==> config.mk <==
export PLATFORM = sky130hd
export DESIGN_NAME = weighted_force_error_p_control_flat
export DESIGN_NICKNAME = d
export VERILOG_FILES = /design/src/hdl/wfe_pkg.sv /design/src/hdl/wfe_if.sv /design/src/hdl/wfe_front.sv /design/src/hdl/wfe_back.sv /design/src/hdl/weighted_force_error_p_control.sv /design/src/flat_wrapper.sv
export VERILOG_INCLUDE_DIRS = /design/src /design/src/hdl
export SDC_FILE = /design/constraint.sdc
export NUM_CORES = 2
export LEC_CHECK = 0
export BUFFER_PORTS_ARGS = -buffer_cell sky130_fd_sc_hd__buf_2
export CAP_MARGIN = 5
export CORE_MARGIN = 2
export CORE_UTILIZATION = 59
export DETAILED_ROUTE_END_ITERATION = 6
export PLACE_DENSITY = 0.76
export SYNTH_ARGS = -nofsm -noshare
export SYNTH_HDL_FRONTEND = slang
export SYNTH_SLANG_ARGS = --single-unit
==> constraint.sdc <==
create_clock -name clk -period 11.6 [get_ports clk]
set_clock_uncertainty 0.05 [all_clocks]
set_input_delay 0.58 -clock clk [delete_from_list [all_inputs] [get_ports clk]]
set_output_delay 0.58 -clock clk [all_outputs]
set_load 0.05 [all_outputs]
==> src/hdl/weighted_force_error_p_control_assert.svh <==
// Assertion macros for the force controller.
`ifndef WEIGHTED_FORCE_ERROR_P_CONTROL_ASSERT_SVH
`define WEIGHTED_FORCE_ERROR_P_CONTROL_ASSERT_SVH
`ifndef SYNTHESIS
`define WFE_ASSERT(label, clk, rst, prop, msg) \
  label: assert property (@(posedge clk) disable iff (rst) prop) else $error(msg);
`define WFE_ASSERT_NR(label, clk, prop, msg) \
  label: assert property (@(posedge clk) prop) else $error(msg);
`else
`define WFE_ASSERT(label, clk, rst, prop, msg)
`define WFE_ASSERT_NR(label, clk, prop, msg)
`endif
`endif

==> src/hdl/wfe_pkg.sv <==
`default_nettype none
package wfe_pkg;
  localparam int NumSensorsDef = 16;
  localparam int NumMotorsDef  = 8;
  localparam int SensorIdxW = 4;
  localparam int MotorIdxW  = 3;
  localparam int ForceW     = 16;
  localparam int WordW      = 16;
  localparam int CmdW       = 24;
  localparam int CfgIdxW    = 2;
  localparam int CfgDataW   = 16;
  localparam logic [15:0] GainReset = 16'd256;

  localparam logic [1:0] CMD_DESIRED  = 2'd0;
  localparam logic [1:0] CMD_MEASURED = 2'd1;
  localparam logic [1:0] CMD_WEIGHT   = 2'd2;
  localparam logic [1:0] CMD_MASK     = 2'd3;

  localparam logic [CfgIdxW-1:0] REG_GAIN   = 2'd0;
  localparam logic [CfgIdxW-1:0] REG_ENABLE = 2'd1;
  localparam logic [CfgIdxW-1:0] REG_MMASK  = 2'd2;

  // One classified item handed from front to back.
  typedef struct packed {
    logic [1:0]            command;
    logic [SensorIdxW-1:0] index;
    logic [ForceW-1:0]     force_value;
    logic [WordW-1:0]      table_word;
    logic                  fire;   // run end while enabled
    logic                  start;  // first sample of a run
    logic                  keep;   // cleared for samples taken while disabled
  } item_t;

  typedef struct packed {
    logic [MotorIdxW-1:0] motor_index;
    logic signed [CmdW-1:0] motor_command;
    logic valid_res;
    logic last;
  } result_t;
endpackage
`default_nettype wire

==> src/hdl/wfe_if.sv <==
`default_nettype none
interface wfe_in_if;
  logic valid;
  logic ready;
  logic [1:0]  command;
  logic [3:0]  index;
  logic signed [15:0] force_value;
  logic [15:0] table_word;
  logic        last_of_message;
  modport source(output valid, command, index, force_value, table_word,
                 last_of_message, input ready);
  modport sink(input valid, command, index, force_value, table_word,
               last_of_message, output ready);
endinterface

interface wfe_out_if;
  logic valid;
  logic ready;
  logic [2:0]  motor_index;
  logic signed [23:0] motor_command;
  logic        valid_res;
  logic        last;
  modport source(output valid, motor_index, motor_command, valid_res, last,
                 input ready);
  modport sink(input valid, motor_index, motor_command, valid_res, last,
               output ready);
endinterface
`default_nettype wire

==> src/hdl/wfe_front.sv <==
`default_nettype none
// Front: accepts beats, tracks run state, tags run starts and ends, queues them.
module wfe_front (
  input  wire logic clk,
  input  wire logic rst,
  input  wire logic enable,
  wfe_in_if.sink    in_ch,
  output wfe_pkg::item_t q_data,
  output logic      q_valid,
  input  wire logic q_pop
);
  localparam int Depth = 4;
  wfe_pkg::item_t mem [Depth];
  logic [1:0] wr_ptr, rd_ptr;
  logic [2:0] count;
  logic desired_run_open, measured_run_open;
  logic push, is_sample, open_bit;
  wfe_pkg::item_t it;

  assign in_ch.ready = (count != 3'(Depth));
  assign push = in_ch.valid && in_ch.ready;
  assign is_sample = (in_ch.command == wfe_pkg::CMD_DESIRED) ||
                     (in_ch.command == wfe_pkg::CMD_MEASURED);
  assign open_bit = (in_ch.command == wfe_pkg::CMD_DESIRED) ?
                    desired_run_open : measured_run_open;

  // Classify: run start, run end, samples dropped while disabled
  always_comb begin
    it.command     = in_ch.command;
    it.index       = in_ch.index;
    it.force_value = in_ch.force_value;
    it.table_word  = in_ch.table_word;
    it.fire        = is_sample && enable && in_ch.last_of_message;
    it.start       = is_sample && enable && !open_bit;
    it.keep        = !is_sample || enable;
  end

  // Queue storage
  always_ff @(posedge clk) begin
    if (push) begin
      mem[wr_ptr] <= it;
    end
  end

  assign q_data  = mem[rd_ptr];
  assign q_valid = (count != 3'd0);

  always_ff @(posedge clk) begin
    if (rst) begin
      wr_ptr <= '0; rd_ptr <= '0; count <= '0;
      desired_run_open <= 1'b0; measured_run_open <= 1'b0;
    end else begin
      if (push) wr_ptr <= wr_ptr + 2'd1;
      if (q_pop) rd_ptr <= rd_ptr + 2'd1;
      count <= count + {2'd0, push} - {2'd0, q_pop};
      if (push && is_sample && enable) begin
        if (in_ch.command == wfe_pkg::CMD_DESIRED)
          desired_run_open <= !in_ch.last_of_message;
        else
          measured_run_open <= !in_ch.last_of_message;
      end
    end
  end

  `include "weighted_force_error_p_control_assert.svh"
  `WFE_ASSERT(a_no_overflow, clk, rst, push |-> count < 3'(Depth), "queue overflow")
  `WFE_ASSERT(a_no_underflow, clk, rst, q_pop |-> q_valid, "queue underflow")
  `WFE_ASSERT(a_count_track, clk, rst, (push && !q_pop) |=> count == $past(count) + 3'd1, "count")
endmodule
`default_nettype wire

==> src/hdl/wfe_back.sv <==
`default_nettype none
// Back: stores samples and tables; on a run end walks motors and sensors.
module wfe_back #(
  parameter int NUM_SENSORS = wfe_pkg::NumSensorsDef,
  parameter int NUM_MOTORS  = wfe_pkg::NumMotorsDef
) (
  input  wire logic clk,
  input  wire logic rst,
  input  wire logic [15:0] gain,
  input  wire logic [7:0]  motor_enable_mask,
  input  wire wfe_pkg::item_t q_data,
  input  wire logic q_valid,
  output logic      q_pop,
  wfe_out_if.source out_ch
);
  localparam logic [2:0] S_IDLE = 3'd0, S_ACC = 3'd1, S_MUL = 3'd2,
                         S_DIV = 3'd3, S_OUT = 3'd4;
  logic [2:0] state;

  logic [15:0] desired_force [16];
  logic [15:0] measured_force [16];
  logic [15:0] desired_present, measured_present;
  logic [15:0] sensor_weight [16];
  logic [15:0] motor_sensor_mask [8];

  logic [3:0] m, s;
  logic signed [36:0] sum;
  logic [19:0] total;
  logic signed [52:0] num;
  logic [52:0] rem, quo;
  logic [27:0] den;
  logic neg;
  logic [5:0] bitc;
  wfe_pkg::result_t res;
  logic out_v;
  logic out_load;

  logic start, keep;
  assign start = q_data.start;
  assign keep  = q_data.keep;

  // Next enabled motor after m, and whether there is one
  logic [7:0] en_eff;
  assign en_eff = motor_enable_mask & ((NUM_MOTORS >= 8) ? 8'hFF : 8'((1 << NUM_MOTORS) - 1));
  logic [7:0] rest;
  logic [3:0] nxt_m;
  logic any_after;
  always_comb begin
    rest = en_eff & ~((8'd2 << m[2:0]) - 8'd1);
    if (m[3]) rest = 8'd0;
    nxt_m = 4'd8;
    for (int i = 7; i >= 0; i--) if (rest[i]) nxt_m = 4'(i);
    any_after = (rest != 8'd0);
  end
  logic [3:0] first_m;
  always_comb begin
    first_m = 4'd8;
    for (int i = 7; i >= 0; i--) if (en_eff[i]) first_m = 4'(i);
  end

  assign q_pop = q_valid && (state == S_IDLE);
  assign out_ch.valid = out_v;
  assign out_ch.motor_index = res.motor_index;
  assign out_ch.motor_command = res.motor_command;
  assign out_ch.valid_res = res.valid_res;
  assign out_ch.last = res.last;
  // Result register can take a new beat
  assign out_load = (state == S_OUT) && (!out_v || out_ch.ready);

  logic [3:0] sidx;
  logic sen_ok, hit;
  logic signed [16:0] diff;
  assign sidx = q_data.index;
  assign sen_ok = (32'(sidx) < NUM_SENSORS);
  assign hit = motor_sensor_mask[m[2:0]][s] && desired_present[s] && measured_present[s]
               && (32'(s) < NUM_SENSORS);
  assign diff = 17'(signed'(desired_force[s])) - 17'(signed'(measured_force[s]));

  // Present bits after a sample: cleared on a run start, then this sensor set
  logic [15:0] sel_bit, des_pres_next, meas_pres_next;
  assign sel_bit = sen_ok ? (16'd1 << sidx) : 16'd0;
  assign des_pres_next  = (start ? 16'd0 : desired_present) | sel_bit;
  assign meas_pres_next = (start ? 16'd0 : measured_present) | sel_bit;

  logic [52:0] rem_sh;
  logic [52:0] num_abs;
  assign num_abs = num[52] ? 53'(-num) : 53'(num);
  assign rem_sh = {rem[51:0], quo[52]};

  logic signed [53:0] sq;
  always_comb begin
    sq = neg ? -$signed({1'b0, quo}) : $signed({1'b0, quo});
  end

  always_ff @(posedge clk) begin
    if (q_pop) begin
      if (q_data.command == wfe_pkg::CMD_DESIRED && keep) begin
        if (sen_ok && !(desired_present[sidx] && !start)) desired_force[sidx] <= q_data.force_value;
      end
      if (q_data.command == wfe_pkg::CMD_MEASURED && keep) begin
        if (sen_ok && !(measured_present[sidx] && !start)) measured_force[sidx] <= q_data.force_value;
      end
    end
  end

  always_ff @(posedge clk) begin
    if (rst) begin
      state <= S_IDLE; out_v <= 1'b0;
      desired_present <= '0; measured_present <= '0;
      for (int i = 0; i < 16; i++) sensor_weight[i] <= '0;
      for (int i = 0; i < 8; i++) motor_sensor_mask[i] <= '0;
      m <= '0; s <= '0;
    end else begin
      if (out_load) out_v <= 1'b1;
      else if (out_ch.ready) out_v <= 1'b0;
      case (state)
        S_IDLE: if (q_pop) begin
          case (q_data.command)
            wfe_pkg::CMD_WEIGHT: if (sen_ok) sensor_weight[sidx] <= q_data.table_word;
            wfe_pkg::CMD_MASK: if (32'(sidx) < NUM_MOTORS && !sidx[3])
              motor_sensor_mask[sidx[2:0]] <= q_data.table_word;
            default: if (keep) begin
              if (q_data.command == wfe_pkg::CMD_DESIRED) desired_present <= des_pres_next;
              else measured_present <= meas_pres_next;
              if (q_data.fire && !first_m[3]) begin
                m <= first_m; s <= '0; sum <= '0; total <= '0; state <= S_ACC;
              end
            end
          endcase
        end
        S_ACC: begin
          if (hit) begin
            sum <= sum + 37'(diff * $signed({1'b0, sensor_weight[s]}));
            total <= total + 20'(sensor_weight[s]);
          end
          s <= s + 4'd1;
          if (s == 4'd15) state <= S_MUL;
        end
        S_MUL: begin
          num <= 53'(sum * $signed({1'b0, gain}));
          den <= {total, 8'd0};
          state <= S_DIV;
          bitc <= '0;
        end
        S_DIV: begin
          if (bitc == 6'd0) begin
            neg <= num[52]; quo <= num_abs; rem <= '0; bitc <= 6'd1;
            if (total == 20'd0) state <= S_OUT;
          end else begin
            if (rem_sh >= 53'(den)) begin
              rem <= rem_sh - 53'(den); quo <= {quo[51:0], 1'b1};
            end else begin
              rem <= rem_sh; quo <= {quo[51:0], 1'b0};
            end
            bitc <= bitc + 6'd1;
            if (bitc == 6'd53) state <= S_OUT;
          end
        end
        S_OUT: if (out_load) begin
          res.motor_index <= m[2:0];
          res.valid_res <= (total != 20'd0);
          res.last <= !any_after;
          if (total == 20'd0) res.motor_command <= '0;
          else if (sq > 54'sd8388607) res.motor_command <= 24'h7FFFFF;
          else if (sq < -54'sd8388608) res.motor_command <= 24'h800000;
          else res.motor_command <= sq[23:0];
          if (any_after) begin
            m <= nxt_m; s <= '0; sum <= '0; total <= '0; state <= S_ACC;
          end else state <= S_IDLE;
        end
        default: state <= S_IDLE;
      endcase
    end
  end

  `include "weighted_force_error_p_control_assert.svh"
  `WFE_ASSERT(a_pop_idle, clk, rst, q_pop |-> state == S_IDLE, "pop while busy")
  `WFE_ASSERT(a_hold, clk, rst, (out_v && !out_ch.ready) |=> out_v && $stable(res), "result dropped")
  `WFE_ASSERT(a_motor_en, clk, rst, state == S_ACC |-> en_eff[m[2:0]], "motor not enabled")
endmodule
`default_nettype wire

==> src/hdl/weighted_force_error_p_control.sv <==
`default_nettype none
// Per-motor proportional force controller. Input beats are queued (4 deep) and
// taken one per cycle while the back end is idle; it absorbs sample and table
// beats without leaving idle. A run end while enabled starts a burst: per
// enabled motor, sensor accumulation over all sensor slots, a multiply, a
// restoring division (cut short when the motor's total weight is zero) and an
// output step, during which no beat leaves the queue. Results come one per
// motor, last marked on the final one; a held result stalls the burst.
module weighted_force_error_p_control #(
  parameter int NUM_SENSORS = wfe_pkg::NumSensorsDef,
  parameter int NUM_MOTORS  = wfe_pkg::NumMotorsDef
) (
  input  wire logic clk,
  input  wire logic rst,
  input  wire logic cfg_we,
  input  wire logic [wfe_pkg::CfgIdxW-1:0]  cfg_index,
  input  wire logic [wfe_pkg::CfgDataW-1:0] cfg_data,
  wfe_in_if.sink    in_ch,
  wfe_out_if.source out_ch
);
  logic [15:0] gain;
  logic enable;
  logic [7:0] motor_enable_mask;
  wfe_pkg::item_t q_data;
  logic q_valid, q_pop;

  // Configuration registers
  always_ff @(posedge clk) begin
    if (rst) begin
      gain <= wfe_pkg::GainReset; enable <= 1'b0; motor_enable_mask <= '0;
    end else if (cfg_we) begin
      case (cfg_index)
        wfe_pkg::REG_GAIN:   gain <= cfg_data;
        wfe_pkg::REG_ENABLE: enable <= cfg_data[0];
        wfe_pkg::REG_MMASK:  motor_enable_mask <= cfg_data[7:0];
        default: ;
      endcase
    end
  end

  wfe_front u_front (.clk, .rst, .enable, .in_ch, .q_data, .q_valid, .q_pop);
  wfe_back #(.NUM_SENSORS(NUM_SENSORS), .NUM_MOTORS(NUM_MOTORS)) u_back (
    .clk, .rst, .gain, .motor_enable_mask, .q_data, .q_valid, .q_pop, .out_ch);
endmodule
`default_nettype wire
==> src/flat_wrapper.sv <==
// flat-port wrapper written by rule: the top's interface ports become plain ports
module weighted_force_error_p_control_flat 
#(
  parameter int NUM_SENSORS = wfe_pkg::NumSensorsDef,
  parameter int NUM_MOTORS  = wfe_pkg::NumMotorsDef
)
  (clk, rst, cfg_we, cfg_index, cfg_data, in_ch_valid, in_ch_command, in_ch_index, in_ch_force_value, in_ch_table_word, in_ch_last_of_message, in_ch_ready, out_ch_valid, out_ch_motor_index, out_ch_motor_command, out_ch_valid_res, out_ch_last, out_ch_ready);
  wfe_in_if in_ch_i ();
  wfe_out_if out_ch_i ();
  input  wire logic clk;
  input  wire logic rst;
  input  wire logic cfg_we;
  input  wire logic [wfe_pkg::CfgIdxW-1:0] cfg_index;
  input  wire logic [wfe_pkg::CfgDataW-1:0] cfg_data;
  input wire logic [$bits(in_ch_i.valid)-1:0] in_ch_valid;
  input wire logic [$bits(in_ch_i.command)-1:0] in_ch_command;
  input wire logic [$bits(in_ch_i.index)-1:0] in_ch_index;
  input wire logic [$bits(in_ch_i.force_value)-1:0] in_ch_force_value;
  input wire logic [$bits(in_ch_i.table_word)-1:0] in_ch_table_word;
  input wire logic [$bits(in_ch_i.last_of_message)-1:0] in_ch_last_of_message;
  output wire logic [$bits(in_ch_i.ready)-1:0] in_ch_ready;
  output wire logic [$bits(out_ch_i.valid)-1:0] out_ch_valid;
  output wire logic [$bits(out_ch_i.motor_index)-1:0] out_ch_motor_index;
  output wire logic [$bits(out_ch_i.motor_command)-1:0] out_ch_motor_command;
  output wire logic [$bits(out_ch_i.valid_res)-1:0] out_ch_valid_res;
  output wire logic [$bits(out_ch_i.last)-1:0] out_ch_last;
  input wire logic [$bits(out_ch_i.ready)-1:0] out_ch_ready;
  assign in_ch_i.valid = in_ch_valid;
  assign in_ch_i.command = in_ch_command;
  assign in_ch_i.index = in_ch_index;
  assign in_ch_i.force_value = in_ch_force_value;
  assign in_ch_i.table_word = in_ch_table_word;
  assign in_ch_i.last_of_message = in_ch_last_of_message;
  assign in_ch_ready = in_ch_i.ready;
  assign out_ch_valid = out_ch_i.valid;
  assign out_ch_motor_index = out_ch_i.motor_index;
  assign out_ch_motor_command = out_ch_i.motor_command;
  assign out_ch_valid_res = out_ch_i.valid_res;
  assign out_ch_last = out_ch_i.last;
  assign out_ch_i.ready = out_ch_ready;
  weighted_force_error_p_control #(.NUM_SENSORS(NUM_SENSORS), .NUM_MOTORS(NUM_MOTORS)) u_core (.clk(clk), .rst(rst), .cfg_we(cfg_we), .cfg_index(cfg_index), .cfg_data(cfg_data), .in_ch(in_ch_i), .out_ch(out_ch_i));
endmodule
==> flow_summary.json <==
{
  "avgSynthCellArea_um2": 12.0,
  "fp.dieH_um": 403,
  "grt_use_total_pct": 29.8,
  "worstHoldPathType": "in2reg",
  "fmax_mhz": 91.3,
  "antenna_found_initial": 3,
  "timing.hold.ws_ps": 188,
  "cts_tree": "built",
  "slew_headroom_pct": 9.13,
  "setup_viol": 0,
  "syn2layout_area_growth_pct": 9.06,
  "cts_buffers": 149,
  "cts-root-buf": "clkbuf_16",
  "viasPerCell": 6.07,
  "insertion_delay_ps": 810,
  "slowest_stage": "fa_1",
  "gp_congestion": 0.957,
  "htree_levels": 4,
  "synth_compound_area_share_pct": 5.00,
  "drc": 0,
  "cap_violations": 0,
  "final_common_cell": "edfxtp_1",
  "status": "complete, no violations",
  "min_period_ps": 10950,
  "synthesis.instances": 7808,
  "grt_max_degree": 117,
  "worst_pin_slew_ps": 1360,
  "rows": 146,
  "drtAntennaViolNets": 0,
  "reg2reg_to": "u_core.u_back.sum[35]",
  "crit_top_cell": "fa_1",
  "dieArea_um2": 162000,
  "cts_sinks": 1418,
  "required_ps": 12050,
  "synthTopCellsByArea": "edfxtp_1, fa_1, mux4_2",
  "grt_pass1_vias": 64023,
  "cp-end-kind": "register",
  "gr-total-overflow": 0,
  "synthFlopType": "edfxtp_1",
  "worstHoldPathCells": 3,
  "most-common-layout-cells": "edfxtp_1, inv_1, fa_1",
  "start_util_pct": 59.3,
  "r2r_cells": 38,
  "synth_edf_count": 1331,
  "synth.area.mux_share_pct": 8.07,
  "die_x_um": 403,
  "clk_pin_slew_worst_paths_ps": 70,
  "synth_top_cell_area_share_pct": 42.6,
  "synthAdderAreaFrac_pct": 22.7,
  "finalHoldViolations": 0,
  "crit_path_max_incr_delay_ps": 680,
  "start_kind": "register",
  "drive_above_1_share_pct": 11.2,
  "crit_fanout": 13,
  "synth.distinct_cells": 83,
  "seq_area_frac_synth_pct": 44.5,
  "vias": 61104,
  "yosys_warnings": 0,
  "dr.first_iter.drc_count": 6700,
  "fillCellCount": 11372,
  "dpl.hpwl_um": 161000,
  "coreArea_um2": 158000,
  "syn_area_um2": 93800,
  "totalWireLength_um": 238000,
  "synth-xor-area-share_pct": 2.45,
  "fin_setup_tns_ps": 0,
  "synth-async-reset-ratio_pct": 0,
  "drv_slew": 0,
  "io_buffers": 92,
  "critPathKind": "reg2reg",
  "arrival_ps": 11400,
  "ys_seq_elements": 1418,
  "first_pass_iters": 6,
  "synth_top_family_by_area": "adder cells",
  "num-nets-final": 9117,
  "yosysTopAreaCell": "edfxtp_1",
  "wire_per_inst_um": 23.6,
  "finalCritPeriodShare_pct": 94.4,
  "hold_path_end": "u_core.u_back.out_ch.valid",
  "yosys.area_share.simple_pct": 11.2,
  "syn_nets": 9044,
  "ctsLongestPathBuffers": 3,
  "ioPinCount": 93,
  "grt_pass1_wl_um": 369000,
  "hp-start": "out_ch_ready",
  "ff2ff_setup_slack_ps": 650
}
==> final cells by class <==
| class | count | area, um^2 | area share, % |
|---|---|---|---|
| well taps | 2072 | 2590 | 2.53 |
| clock inverters | 82 | 968 | 0.946 |
| inverters | 1132 | 4250 | 4.15 |
| diodes | 4 | 10.0 | 0.00978 |
| flip-flops and latches | 1418 | 41700 | 40.8 |
| multi-input cells | 4876 | 46600 | 45.6 |
| clock buffers | 182 | 3890 | 3.81 |
| repair buffers | 304 | 2240 | 2.19 |
==> metal layers <==
layer | share of wire (%) | track usage [%] | wire [um]
met5 | 0.0097 | 0 | 23
met1 | 37 | 38.7 | 88600
met4 | 4.8 | 12.6 | 11300
met3 | 8.7 | 5.10 | 20600
met2 | 49 | 50.0 | 117000
==> logic make-up after synthesis <==
logic type | Yosys count
adder cells (fa/ha/maj) | 1177
flip-flops | 1418
AND/OR/NAND/NOR | 2328
XOR/XNOR | 262
multiplexers | 387
buffers and inverters | 1514
AO/OA/AOI/OAI | 722
==> how the worst max path moves through the flow <==
stage | startpoint | to | slack [ps] | cells after the start
floorplan | register | u_core.u_back.sum[35] | 5 | 44
global placement | register | u_core.u_back.sum[35] | 520 | 31
detailed placement | register | u_core.u_back.sum[35] | 220 | 31
CTS | register | u_core.u_back.sum[35] | 120 | 31
global route | register | u_core.u_back.sum[34] | -50 | 37
finish | register | u_core.u_back.sum[35] | 650 | 38
==> critical path: cells and delay by family, from the launching register on <==
kind                       cells  cell delay (ps)
AOI/OAI and AO/OA             16             3280
xor gates and xnor gates       1              170
buffers and inverters          5              480
DFF                            1              540
and+or+nand+nor                5              620
muxes                          2             1140
adders and majority gates      9             4340
==> sequential cells by signal, summed over array words and instances, names as in the netlist, 37 cells and up, named ones only <==
signal	count
u_core.u_back.desired_force	256
u_core.u_back.measured_force	256
u_core.u_back.sensor_weight	256
u_core.u_front.mem	164
u_core.u_back.motor_sensor_mask	128
u_core.u_back.num	53
u_core.u_back.quo	53
u_core.u_back.rem	52
u_core.u_back.sum	37
==> repair_timing <==
item	in CTS	in global routing
gates resized for setup	0	9
hold endpoints to repair	175	0
setup buffers	0	1
setup endpoints to repair	0	7
hold buffers	55	0
==> stage by stage <==
stage | instances | utilization, % | instance area, um^2 | setup slack (ps)
finish | 10070 | 64.7 | 102000 | 649
CTS | 10065 | 64.6 | 102000 | 120
floorplan | 7808 | - | 93800 | 4.51
global placement | 9746 | 61.2 | 96800 | 518
detailed placement | 9746 | 61.2 | 96800 | 221
global route | 10066 | 64.7 | 102000 | -47.4
==> synth_stat cells, drive strengths merged, types with 24 or more instances <==
cell    count
edfxtp   1331
inv      1126
fa        882
nor2      874
nand2     751
clkbuf    337
ha        292
mux4      292
and2      250
o21ai     198
a21oi     170
xor2      133
xnor2     129
nand2b     93
dfxtp      87
nor3       70
a21o       65
mux2i      59
nand3      51
buf        45
nor2b      39
o31ai      37
mux2       36
a22oi      34
nor4       29
nand4      28
or3        28
or2        27
o41ai      26
a211oi     24
a31oi      24
Power is not shown: default switching activity piles up to over one toggle a cycle in this logic, so the estimate is an artifact.
